File: src/hw/rtl/pmtp_pkg.sv
package pmtp_pkg;

    // Default limit on elementary stream entries per section
    localparam int unsigned MAX_STREAMS_DEF = 128;

    // Result queue geometry
    localparam int unsigned QUEUE_DEPTH = 2;
    localparam int unsigned QUEUE_AW    = $clog2(QUEUE_DEPTH);
    localparam int unsigned QUEUE_CW    = $clog2(QUEUE_DEPTH + 1);

    // Field masks
    localparam logic [7:0] PID_HI_MASK = 8'h1F;
    localparam logic [7:0] LEN_HI_MASK = 8'h0F;

    // Result kinds
    localparam logic KIND_ENTRY   = 1'b0;
    localparam logic KIND_SUMMARY = 1'b1;

    // Parse phases
    typedef enum logic [3:0] {
        PH_PCR_HI = 4'd0,
        PH_PCR_LO = 4'd1,
        PH_PIL_HI = 4'd2,
        PH_PIL_LO = 4'd3,
        PH_PSKIP  = 4'd4,
        PH_TYPE   = 4'd5,
        PH_PID_HI = 4'd6,
        PH_PID_LO = 4'd7,
        PH_LEN_HI = 4'd8,
        PH_LEN_LO = 4'd9,
        PH_ESKIP  = 4'd10,
        PH_IGNORE = 4'd11
    } t_phase;

    // One queued record: an entry result, a summary result, or both
    typedef struct packed {
        logic        has_entry;
        logic        has_summary;
        logic [7:0]  es_type;
        logic [12:0] elem_pid;
        logic [11:0] es_info_length;
        logic [12:0] pcr_pid;
        logic [11:0] program_info_length;
        logic [7:0]  stream_count;
        logic        too_many_streams;
        logic        short_section;
    } t_rec;

endpackage

File: src/hw/rtl/pmtp_ifs.sv
interface pmtp_byte_if;
    logic       valid;
    logic       ready;
    logic [7:0] body_byte;
    logic       final_byte;

    modport source (output valid, output body_byte, output final_byte, input ready);
    modport sink   (input valid, input body_byte, input final_byte, output ready);
endinterface

interface pmtp_result_if;
    logic        valid;
    logic        ready;
    logic        result_kind;
    logic [7:0]  es_type;
    logic [12:0] elem_pid;
    logic [11:0] es_info_length;
    logic [12:0] pcr_pid;
    logic [11:0] program_info_length;
    logic [7:0]  stream_count;
    logic        too_many_streams;
    logic        short_section;
    logic        last_result;

    modport source (
        output valid, output result_kind, output es_type, output elem_pid,
        output es_info_length, output pcr_pid, output program_info_length,
        output stream_count, output too_many_streams, output short_section,
        output last_result, input ready
    );
    modport sink (
        input valid, input result_kind, input es_type, input elem_pid,
        input es_info_length, input pcr_pid, input program_info_length,
        input stream_count, input too_many_streams, input short_section,
        input last_result, output ready
    );
endinterface

File: src/hw/rtl/pmt_section_body_parser_unit.sv
// Program map section body parser.
// i_in carries the section body, one byte per item, from the byte after the
// 8-byte header up to the CRC; final_byte marks the last body byte.
// o_out carries results: one stream entry result per completed 5-byte entry
// and one section summary on the final byte (after the entry when both fall
// on that byte). last_result marks the final result caused by one byte.
// Throughput: one body byte per cycle while the queue has room. The front
// parser updates its phase per byte and puts records in a two-entry queue;
// the back end shows one result per cycle from its output register while
// the receiver is ready; a byte that completes an entry and ends the section
// gives two results. Results pass the queue, then the output register.
// When the receiver stalls, results wait in the output register and queue,
// and i_in.ready drops only when the queue is full.
// Reset (synchronous, i_rst_n low) clears the parse state to the start of a
// section and empties the queue; the state also returns to the start of a
// section after every final byte.
module pmt_section_body_parser_unit #(
    parameter int unsigned MAX_STREAMS = pmtp_pkg::MAX_STREAMS_DEF
) (
    input  logic          i_clk,
    input  logic          i_rst_n,
    pmtp_byte_if.sink     i_in,
    pmtp_result_if.source o_out
);

    logic           push;
    logic           pop;
    logic           full;
    logic           avail;
    pmtp_pkg::t_rec push_rec;
    pmtp_pkg::t_rec head_rec;

    pmtp_front #(
        .MAX_STREAMS(MAX_STREAMS)
    ) u_front (
        .i_clk   (i_clk),
        .i_rst_n (i_rst_n),
        .i_in    (i_in),
        .i_full  (full),
        .o_push  (push),
        .o_rec   (push_rec)
    );

    pmtp_queue u_queue (
        .i_clk   (i_clk),
        .i_rst_n (i_rst_n),
        .i_push  (push),
        .i_rec   (push_rec),
        .i_pop   (pop),
        .o_full  (full),
        .o_avail (avail),
        .o_rec   (head_rec)
    );

    pmtp_back u_back (
        .i_clk   (i_clk),
        .i_rst_n (i_rst_n),
        .i_avail (avail),
        .i_rec   (head_rec),
        .o_pop   (pop),
        .o_out   (o_out)
    );

endmodule

File: src/hw/rtl/pmtp_front.sv
module pmtp_front #(
    parameter int unsigned MAX_STREAMS = pmtp_pkg::MAX_STREAMS_DEF
) (
    input  logic              i_clk,
    input  logic              i_rst_n,
    pmtp_byte_if.sink         i_in,
    input  logic              i_full,
    output logic              o_push,
    output pmtp_pkg::t_rec    o_rec
);

    localparam logic [7:0] MaxCount = 8'(MAX_STREAMS);

    pmtp_pkg::t_phase r_phase, n_phase;
    logic [11:0] r_skip, n_skip;
    logic [12:0] r_pcr, n_pcr;
    logic [11:0] r_pil, n_pil;
    logic [7:0]  r_etype, n_etype;
    logic [12:0] r_epid, n_epid;
    logic [3:0]  r_elen_hi, n_elen_hi;
    logic [7:0]  r_count, n_count;
    logic        r_ovf, n_ovf;

    logic        accept;
    logic        entry_done;
    logic        is_short;
    logic [7:0]  b;
    logic [11:0] len;
    logic [11:0] skip_dec;

    // Accept a byte whenever the queue has room
    assign i_in.ready = !i_full;
    assign accept     = i_in.valid && !i_full;
    assign b          = i_in.body_byte;
    assign len        = {r_elen_hi, b};
    assign skip_dec   = r_skip - 12'd1;

    // Advance the parse phase for one byte
    always_comb begin
        n_phase    = r_phase;
        n_skip     = r_skip;
        n_pcr      = r_pcr;
        n_pil      = r_pil;
        n_etype    = r_etype;
        n_epid     = r_epid;
        n_elen_hi  = r_elen_hi;
        n_count    = r_count;
        n_ovf      = r_ovf;
        entry_done = 1'b0;
        unique case (r_phase)
            pmtp_pkg::PH_PCR_HI: begin
                n_pcr   = {b[4:0] & pmtp_pkg::PID_HI_MASK[4:0], 8'h00};
                n_phase = pmtp_pkg::PH_PCR_LO;
            end
            pmtp_pkg::PH_PCR_LO: begin
                n_pcr   = {r_pcr[12:8], b};
                n_phase = pmtp_pkg::PH_PIL_HI;
            end
            pmtp_pkg::PH_PIL_HI: begin
                n_pil   = {b[3:0] & pmtp_pkg::LEN_HI_MASK[3:0], 8'h00};
                n_phase = pmtp_pkg::PH_PIL_LO;
            end
            pmtp_pkg::PH_PIL_LO: begin
                n_pil   = {r_pil[11:8], b};
                n_skip  = {r_pil[11:8], b};
                n_phase = ({r_pil[11:8], b} == 12'd0) ? pmtp_pkg::PH_TYPE
                                                      : pmtp_pkg::PH_PSKIP;
            end
            pmtp_pkg::PH_PSKIP, pmtp_pkg::PH_ESKIP: begin
                n_skip = skip_dec;
                if (skip_dec == 12'd0) begin
                    n_phase = pmtp_pkg::PH_TYPE;
                end
            end
            pmtp_pkg::PH_TYPE: begin
                if (r_count >= MaxCount) begin
                    n_ovf   = 1'b1;
                    n_phase = pmtp_pkg::PH_IGNORE;
                end else begin
                    n_etype = b;
                    n_phase = pmtp_pkg::PH_PID_HI;
                end
            end
            pmtp_pkg::PH_PID_HI: begin
                n_epid  = {b[4:0] & pmtp_pkg::PID_HI_MASK[4:0], 8'h00};
                n_phase = pmtp_pkg::PH_PID_LO;
            end
            pmtp_pkg::PH_PID_LO: begin
                n_epid  = {r_epid[12:8], b};
                n_phase = pmtp_pkg::PH_LEN_HI;
            end
            pmtp_pkg::PH_LEN_HI: begin
                n_elen_hi = b[3:0] & pmtp_pkg::LEN_HI_MASK[3:0];
                n_phase   = pmtp_pkg::PH_LEN_LO;
            end
            pmtp_pkg::PH_LEN_LO: begin
                entry_done = 1'b1;
                n_count    = r_count + 8'd1;
                n_skip     = len;
                n_phase    = (len == 12'd0) ? pmtp_pkg::PH_TYPE : pmtp_pkg::PH_ESKIP;
            end
            default: begin
            end
        endcase
    end

    // Flag a section that ends inside a field or a skip
    assign is_short = !(n_phase == pmtp_pkg::PH_TYPE || n_phase >= pmtp_pkg::PH_IGNORE);

    // Build the record for the queue
    always_comb begin
        o_rec = '0;
        o_rec.has_entry   = entry_done;
        o_rec.has_summary = i_in.final_byte;
        if (entry_done) begin
            o_rec.es_type        = r_etype;
            o_rec.elem_pid       = r_epid;
            o_rec.es_info_length = len;
        end
        if (i_in.final_byte) begin
            o_rec.pcr_pid             = n_pcr;
            o_rec.program_info_length = n_pil;
            o_rec.stream_count        = n_count;
            o_rec.too_many_streams    = n_ovf;
            o_rec.short_section       = is_short;
        end
    end

    assign o_push = accept && (entry_done || i_in.final_byte);

    // Hold parse state; clear it after the final byte
    always_ff @(posedge i_clk) begin
        if (!i_rst_n || (accept && i_in.final_byte)) begin
            r_phase   <= pmtp_pkg::PH_PCR_HI;
            r_skip    <= '0;
            r_pcr     <= '0;
            r_pil     <= '0;
            r_etype   <= '0;
            r_epid    <= '0;
            r_elen_hi <= '0;
            r_count   <= '0;
            r_ovf     <= 1'b0;
        end else if (accept) begin
            r_phase   <= n_phase;
            r_skip    <= n_skip;
            r_pcr     <= n_pcr;
            r_pil     <= n_pil;
            r_etype   <= n_etype;
            r_epid    <= n_epid;
            r_elen_hi <= n_elen_hi;
            r_count   <= n_count;
            r_ovf     <= n_ovf;
        end
    end

endmodule

File: src/hw/rtl/pmtp_queue.sv
module pmtp_queue (
    input  logic           i_clk,
    input  logic           i_rst_n,
    input  logic           i_push,
    input  pmtp_pkg::t_rec i_rec,
    input  logic           i_pop,
    output logic           o_full,
    output logic           o_avail,
    output pmtp_pkg::t_rec o_rec
);

    pmtp_pkg::t_rec r_mem [pmtp_pkg::QUEUE_DEPTH];
    logic [pmtp_pkg::QUEUE_AW-1:0] r_wr;
    logic [pmtp_pkg::QUEUE_AW-1:0] r_rd;
    logic [pmtp_pkg::QUEUE_CW-1:0] r_cnt;
    logic do_push;
    logic do_pop;

    assign o_full  = (r_cnt == pmtp_pkg::QUEUE_CW'(pmtp_pkg::QUEUE_DEPTH));
    assign o_avail = (r_cnt != '0);
    assign o_rec   = r_mem[r_rd];
    assign do_push = i_push && !o_full;
    assign do_pop  = i_pop && o_avail;

    // Store records
    always_ff @(posedge i_clk) begin
        if (do_push) begin
            r_mem[r_wr] <= i_rec;
        end
    end

    // Advance pointers and count
    always_ff @(posedge i_clk) begin
        if (!i_rst_n) begin
            r_wr  <= '0;
            r_rd  <= '0;
            r_cnt <= '0;
        end else begin
            if (do_push) begin
                r_wr <= (r_wr == pmtp_pkg::QUEUE_AW'(pmtp_pkg::QUEUE_DEPTH - 1))
                        ? '0 : r_wr + 1'b1;
            end
            if (do_pop) begin
                r_rd <= (r_rd == pmtp_pkg::QUEUE_AW'(pmtp_pkg::QUEUE_DEPTH - 1))
                        ? '0 : r_rd + 1'b1;
            end
            if (do_push && !do_pop) begin
                r_cnt <= r_cnt + 1'b1;
            end else if (do_pop && !do_push) begin
                r_cnt <= r_cnt - 1'b1;
            end
        end
    end

endmodule

File: src/hw/rtl/pmtp_back.sv
module pmtp_back (
    input  logic           i_clk,
    input  logic           i_rst_n,
    input  logic           i_avail,
    input  pmtp_pkg::t_rec i_rec,
    output logic           o_pop,
    pmtp_result_if.source  o_out
);

    pmtp_pkg::t_rec r_cur;
    logic r_valid;
    logic r_sum_step;
    logic show_entry;
    logic taken;
    logic done;

    // Emit the entry first, then the summary of the same record
    assign show_entry = r_cur.has_entry && !r_sum_step;
    assign taken      = r_valid && o_out.ready;
    assign done       = taken && !(show_entry && r_cur.has_summary);
    assign o_pop      = i_avail && (!r_valid || done);

    // Load the next record or step to its summary
    always_ff @(posedge i_clk) begin
        if (!i_rst_n) begin
            r_valid    <= 1'b0;
            r_sum_step <= 1'b0;
        end else if (!r_valid || done) begin
            r_valid    <= i_avail;
            r_sum_step <= 1'b0;
        end else if (taken) begin
            r_sum_step <= 1'b1;
        end
    end

    always_ff @(posedge i_clk) begin
        if (o_pop) begin
            r_cur <= i_rec;
        end
    end

    // Drive the result fields from the held record
    always_comb begin
        o_out.valid               = r_valid;
        o_out.result_kind         = show_entry ? pmtp_pkg::KIND_ENTRY : pmtp_pkg::KIND_SUMMARY;
        o_out.es_type             = show_entry ? r_cur.es_type : '0;
        o_out.elem_pid            = show_entry ? r_cur.elem_pid : '0;
        o_out.es_info_length      = show_entry ? r_cur.es_info_length : '0;
        o_out.pcr_pid             = show_entry ? '0 : r_cur.pcr_pid;
        o_out.program_info_length = show_entry ? '0 : r_cur.program_info_length;
        o_out.stream_count        = show_entry ? '0 : r_cur.stream_count;
        o_out.too_many_streams    = show_entry ? 1'b0 : r_cur.too_many_streams;
        o_out.short_section       = show_entry ? 1'b0 : r_cur.short_section;
        o_out.last_result         = show_entry ? !r_cur.has_summary : 1'b1;
    end

endmodule
File: src/flat_wrapper.sv
// flat-port wrapper written by rule: the top's interface ports become plain ports
module pmt_section_body_parser_unit_flat 
#(
    parameter int unsigned MAX_STREAMS = pmtp_pkg::MAX_STREAMS_DEF
)
  (i_clk, i_rst_n, i_in_valid, i_in_body_byte, i_in_final_byte, i_in_ready, o_out_valid, o_out_result_kind, o_out_es_type, o_out_elem_pid, o_out_es_info_length, o_out_pcr_pid, o_out_program_info_length, o_out_stream_count, o_out_too_many_streams, o_out_short_section, o_out_last_result, o_out_ready);
  pmtp_byte_if i_in_i ();
  pmtp_result_if o_out_i ();
  input  logic i_clk;
  input  logic i_rst_n;
  input wire logic [$bits(i_in_i.valid)-1:0] i_in_valid;
  input wire logic [$bits(i_in_i.body_byte)-1:0] i_in_body_byte;
  input wire logic [$bits(i_in_i.final_byte)-1:0] i_in_final_byte;
  output wire logic [$bits(i_in_i.ready)-1:0] i_in_ready;
  output wire logic [$bits(o_out_i.valid)-1:0] o_out_valid;
  output wire logic [$bits(o_out_i.result_kind)-1:0] o_out_result_kind;
  output wire logic [$bits(o_out_i.es_type)-1:0] o_out_es_type;
  output wire logic [$bits(o_out_i.elem_pid)-1:0] o_out_elem_pid;
  output wire logic [$bits(o_out_i.es_info_length)-1:0] o_out_es_info_length;
  output wire logic [$bits(o_out_i.pcr_pid)-1:0] o_out_pcr_pid;
  output wire logic [$bits(o_out_i.program_info_length)-1:0] o_out_program_info_length;
  output wire logic [$bits(o_out_i.stream_count)-1:0] o_out_stream_count;
  output wire logic [$bits(o_out_i.too_many_streams)-1:0] o_out_too_many_streams;
  output wire logic [$bits(o_out_i.short_section)-1:0] o_out_short_section;
  output wire logic [$bits(o_out_i.last_result)-1:0] o_out_last_result;
  input wire logic [$bits(o_out_i.ready)-1:0] o_out_ready;
  assign i_in_i.valid = i_in_valid;
  assign i_in_i.body_byte = i_in_body_byte;
  assign i_in_i.final_byte = i_in_final_byte;
  assign i_in_ready = i_in_i.ready;
  assign o_out_valid = o_out_i.valid;
  assign o_out_result_kind = o_out_i.result_kind;
  assign o_out_es_type = o_out_i.es_type;
  assign o_out_elem_pid = o_out_i.elem_pid;
  assign o_out_es_info_length = o_out_i.es_info_length;
  assign o_out_pcr_pid = o_out_i.pcr_pid;
  assign o_out_program_info_length = o_out_i.program_info_length;
  assign o_out_stream_count = o_out_i.stream_count;
  assign o_out_too_many_streams = o_out_i.too_many_streams;
  assign o_out_short_section = o_out_i.short_section;
  assign o_out_last_result = o_out_i.last_result;
  assign o_out_i.ready = o_out_ready;
  pmt_section_body_parser_unit #(.MAX_STREAMS(MAX_STREAMS)) u_core (.i_clk(i_clk), .i_rst_n(i_rst_n), .i_in(i_in_i), .o_out(o_out_i));
endmodule
File: config.mk
export PLATFORM = sky130hd
export DESIGN_NAME = pmt_section_body_parser_unit_flat
export DESIGN_NICKNAME = d
export VERILOG_FILES = /design/src/hw/rtl/pmtp_pkg.sv /design/src/hw/rtl/pmtp_ifs.sv /design/src/hw/rtl/pmt_section_body_parser_unit.sv /design/src/hw/rtl/pmtp_front.sv /design/src/hw/rtl/pmtp_queue.sv /design/src/hw/rtl/pmtp_back.sv /design/src/flat_wrapper.sv
export SDC_FILE = /design/constraint.sdc
export NUM_CORES = 1
export LEC_CHECK = 0
export BUFFER_PORTS_ARGS = -buffer_cell sky130_fd_sc_hd__buf_2
export CORE_MARGIN = 2
export CORE_UTILIZATION = 60
export CTS_CLUSTER_SIZE = 16
export DETAILED_ROUTE_END_ITERATION = 8
export PLACE_DENSITY_LB_ADDON = 0.05
export SLEW_MARGIN = 30
export SYNTH_ARGS = -nofsm -noshare
export SYNTH_HDL_FRONTEND = slang
export SYNTH_SLANG_ARGS = --single-unit
export TNS_END_PERCENT = 1
File: constraint.sdc
create_clock -name i_clk -period 6.6 [get_ports i_clk]
set_input_delay 0.99 -clock i_clk [delete_from_list [all_inputs] [get_ports i_clk]]
set_output_delay 0.99 -clock i_clk [all_outputs]
set_load 0.01 [all_outputs]
==> metrics.txt <==
worst r2r src=u_core.u_front.r_phase[1]; r2r endpoint=u_core.u_queue.r_mem[0][14]; pwr/cell area=363 nW/µm²; die footprint=21600 µm²; Detail Route Antenna Nets=0; FF+latch count, synth=291; hold_buf cts=0; num ports=85; RSZ-0062 raised after global routing=no; initial core utilization=0.609; CTS clk-pin slew, worst paths=0.06 ns; DP Area=12900 µm²; min cycle time layout=3.42 ns; fin crit share=0.519; Chip Height=147 µm; worst path required time=6.82 ns; data arrival time of the critical path=3.64 ns; vias in the first global route=7268; Seq/Total Area, Yosys=0.645; Non-Filler Instances=1326; post_cts resized=0; Synth area leader=edfxtp_1; Clock Path Buffers=3; Final nets=1052; largest net degree at the start of global routing=73; Fmax=292 MHz; CP startpoint kind=register; fin. max-slew vios=0; Worst-Skew Late Latency=0.53 ns; Cell Area, Synth=12300 µm²; Area contributors post-synth=edfxtp_1 51%, dfxtp_1 13%, mux2_2 6.4%, and2_1 5.7%, nor2_1 2.0%; clk_skew=0.0120 ns; crit end category=register; async set or reset register ratio after synthesis=0; worst hold slack=0.455 ns; first-pass GRT wire length=38100 µm; max_cap viols=0; Area Growth Syn to Fin=12.6%; Ys Warns=0; CTS tree=built; R2R setup slack=3.18 ns; critical path class=register to register; Placed Cells=1274; H-tree levels=1; most frequent cell after synthesis=edfxtp_1; DRT iter0 DRCs=493; hold endpoint=u_core.u_front.r_epid[4]; Port Buffers=84; WHS Path Cells=2; Min-Delay Path Class=register to register; post-synth top area share=0.513; Synth Flop Type=edfxtp_1; dpl hpwl=14300 µm; die span in x=147 µm; crit-path max FO=46; Final Hold Fails=0; Commonest cells post-synth=210 x edfxtp_1, 112 x and2_1, 81 x dfxtp_1, 70 x mux2_2, 67 x nor2_1; Finished Cell Area=13800 µm²; Worst-Margin Slew=0.914 ns; total power after layout=0.00503 W; initial antenna violation count=0; Netlist cell types=67; DRC Markers=0; number of buffers created by CTS=28; status=finished clean; Peak VDD IR=284 µV; reg2reg path depth=8; clk root buf=clkbuf_16; Post-synth EDFFs=210; Avg Synthesized Cell Area=12.5 µm²; # rows=52; final weighted congestion in routability-driven placement=0.840; Tot GR Track Use=0.220; WL final=23600 µm; CTS Sinks=291; Final setup viols=0; Critical Path Source=u_core.u_front.r_phase[1]; Core Area=20200 µm²; setup tns final=0 ns; number of diodes=0; vias per inst=5.66; leakage=5.02 nW; Syn Inst Count=980; Slew HR=0.388; total number of vias=7503; share of layout cells above drive strength 1=0.223; total setup buffers inserted after CTS=0; WL/cell=17.8 µm; 1st-pass router iterations=5; total congestion overflow=0; syn nets=998; Hold Crit Start=u_core.u_front.r_epid[4]
[kinds of logic (layout without fill, tap and decap cells)]
kind of cell | after synthesis | after routing | synth area share
mux | 88 | 88 | 0.0788
simple gates | 345 | 345 | 0.149
fa+ha+maj | 5 | 5 | 0.00509
flops | 291 | 291 | 0.645
xor+xnor | 17 | 17 | 0.0121
compound gates | 153 | 153 | 0.0840
buf+inv | 81 | 157 | 0.0259
[cells in the final DEF, fill, tap and decap left out, types with 7 or more instances in the layout]
cell       synthesis  final
dfxtp_1           81     80
edfxtp_1         210    210
nand2_1           61     60
xnor2_1           11     11
mux2i_1           18     18
a22oi_1           33     33
nor2_1            67     64
mux2_2            70     70
a21oi_1           40     39
buf_2              4     84
inv_1             10     10
and2_1           112    112
a21boi_0          12     12
nor2b_1           23     22
nand3_1           24     24
nor3_1            13     10
o21ai_0           34     34
clkbuf_16          0     29
nand2b_1           7      7
[metal layers]
metal / track usage / vias up / share of wire
li1: - / 3635 / -
met1: 0.301 / 3661 / 0.44
met2: 0.379 / 176 / 0.49
met3: 0.0311 / 31 / 0.044
met4: 0.0524 / 0 / 0.016
met5: 0 / - / 0
[state kept, by name, indices dropped and copies added, names as in the netlist]
register / flops
u_core.u_front.r_ovf: 1
u_core.u_front.r_skip: 12
u_core.u_queue.r_rd: 1
u_core.u_front.r_elen_hi: 4
u_core.u_front.r_phase: 4
u_core.u_back.r_sum_step: 1
u_core.u_front.r_count: 8
u_core.u_front.r_epid: 13
u_core.u_front.r_pcr: 13
u_core.u_queue.r_wr: 1
u_core.u_front.r_pil: 12
u_core.u_back.r_cur: 70
u_core.u_back.o_out.valid: 1
u_core.u_queue.r_mem: 140
u_core.u_front.r_etype: 8
u_core.u_queue.r_cnt: 2
[report_power, final]
part | internal (W) | total, W | switching, W
combinational | 0.000445 | 0.00111 | 0.000664
clock | 0.000916 | 0.00156 | 0.000642
sequential | 0.00230 | 0.00236 | 0.0000664
total | 0.00366 | 0.00503 | 0.00137
[worst max path at each step]
stage | to | slack (ns) | cells after the start
floorplan | u_core.u_queue.r_cnt[1] | 1.35 | 6
global placement | u_core.u_queue.r_mem[0][60] | 2.62 | 5
detailed placement | u_core.u_queue.r_mem[0][13] | 2.89 | 6
CTS | u_core.u_queue.r_mem[0][18] | 3.18 | 8
global route | u_core.u_queue.r_mem[0][15] | 2.84 | 8
finish | u_core.u_queue.r_mem[0][14] | 3.18 | 8
[worst max-delay path, stage by stage (launching register included)]
cell and delay (ns):
dfxtp_1 0.46, nor2_1 0.35, nand3_1 0.30, clkinv_1 0.10
buf_4 0.40, o21ai_0 0.33, nor2_4 0.65, buf_8 0.25
buf_4 0.25
[through the flow]
step,worst slack (ns),util
after floorplan,1.35,-
after global placement,2.62,0.639
after detailed placement,2.89,0.640
after CTS,3.18,0.685
after global routing,2.84,0.686
final,3.18,0.686
[final cells by class]
type,instances,area [µm²]
Clock buffer,44,846
Clock inverter,8,66.3
Fill cell,1465,6320
Inverter,11,41.3
Multi-Input combinational cell,608,4100
Sequential cell,291,7930
Tap cell,270,338
Timing Repair Buffer,94,523
Power figures use the tool's default switching activity.
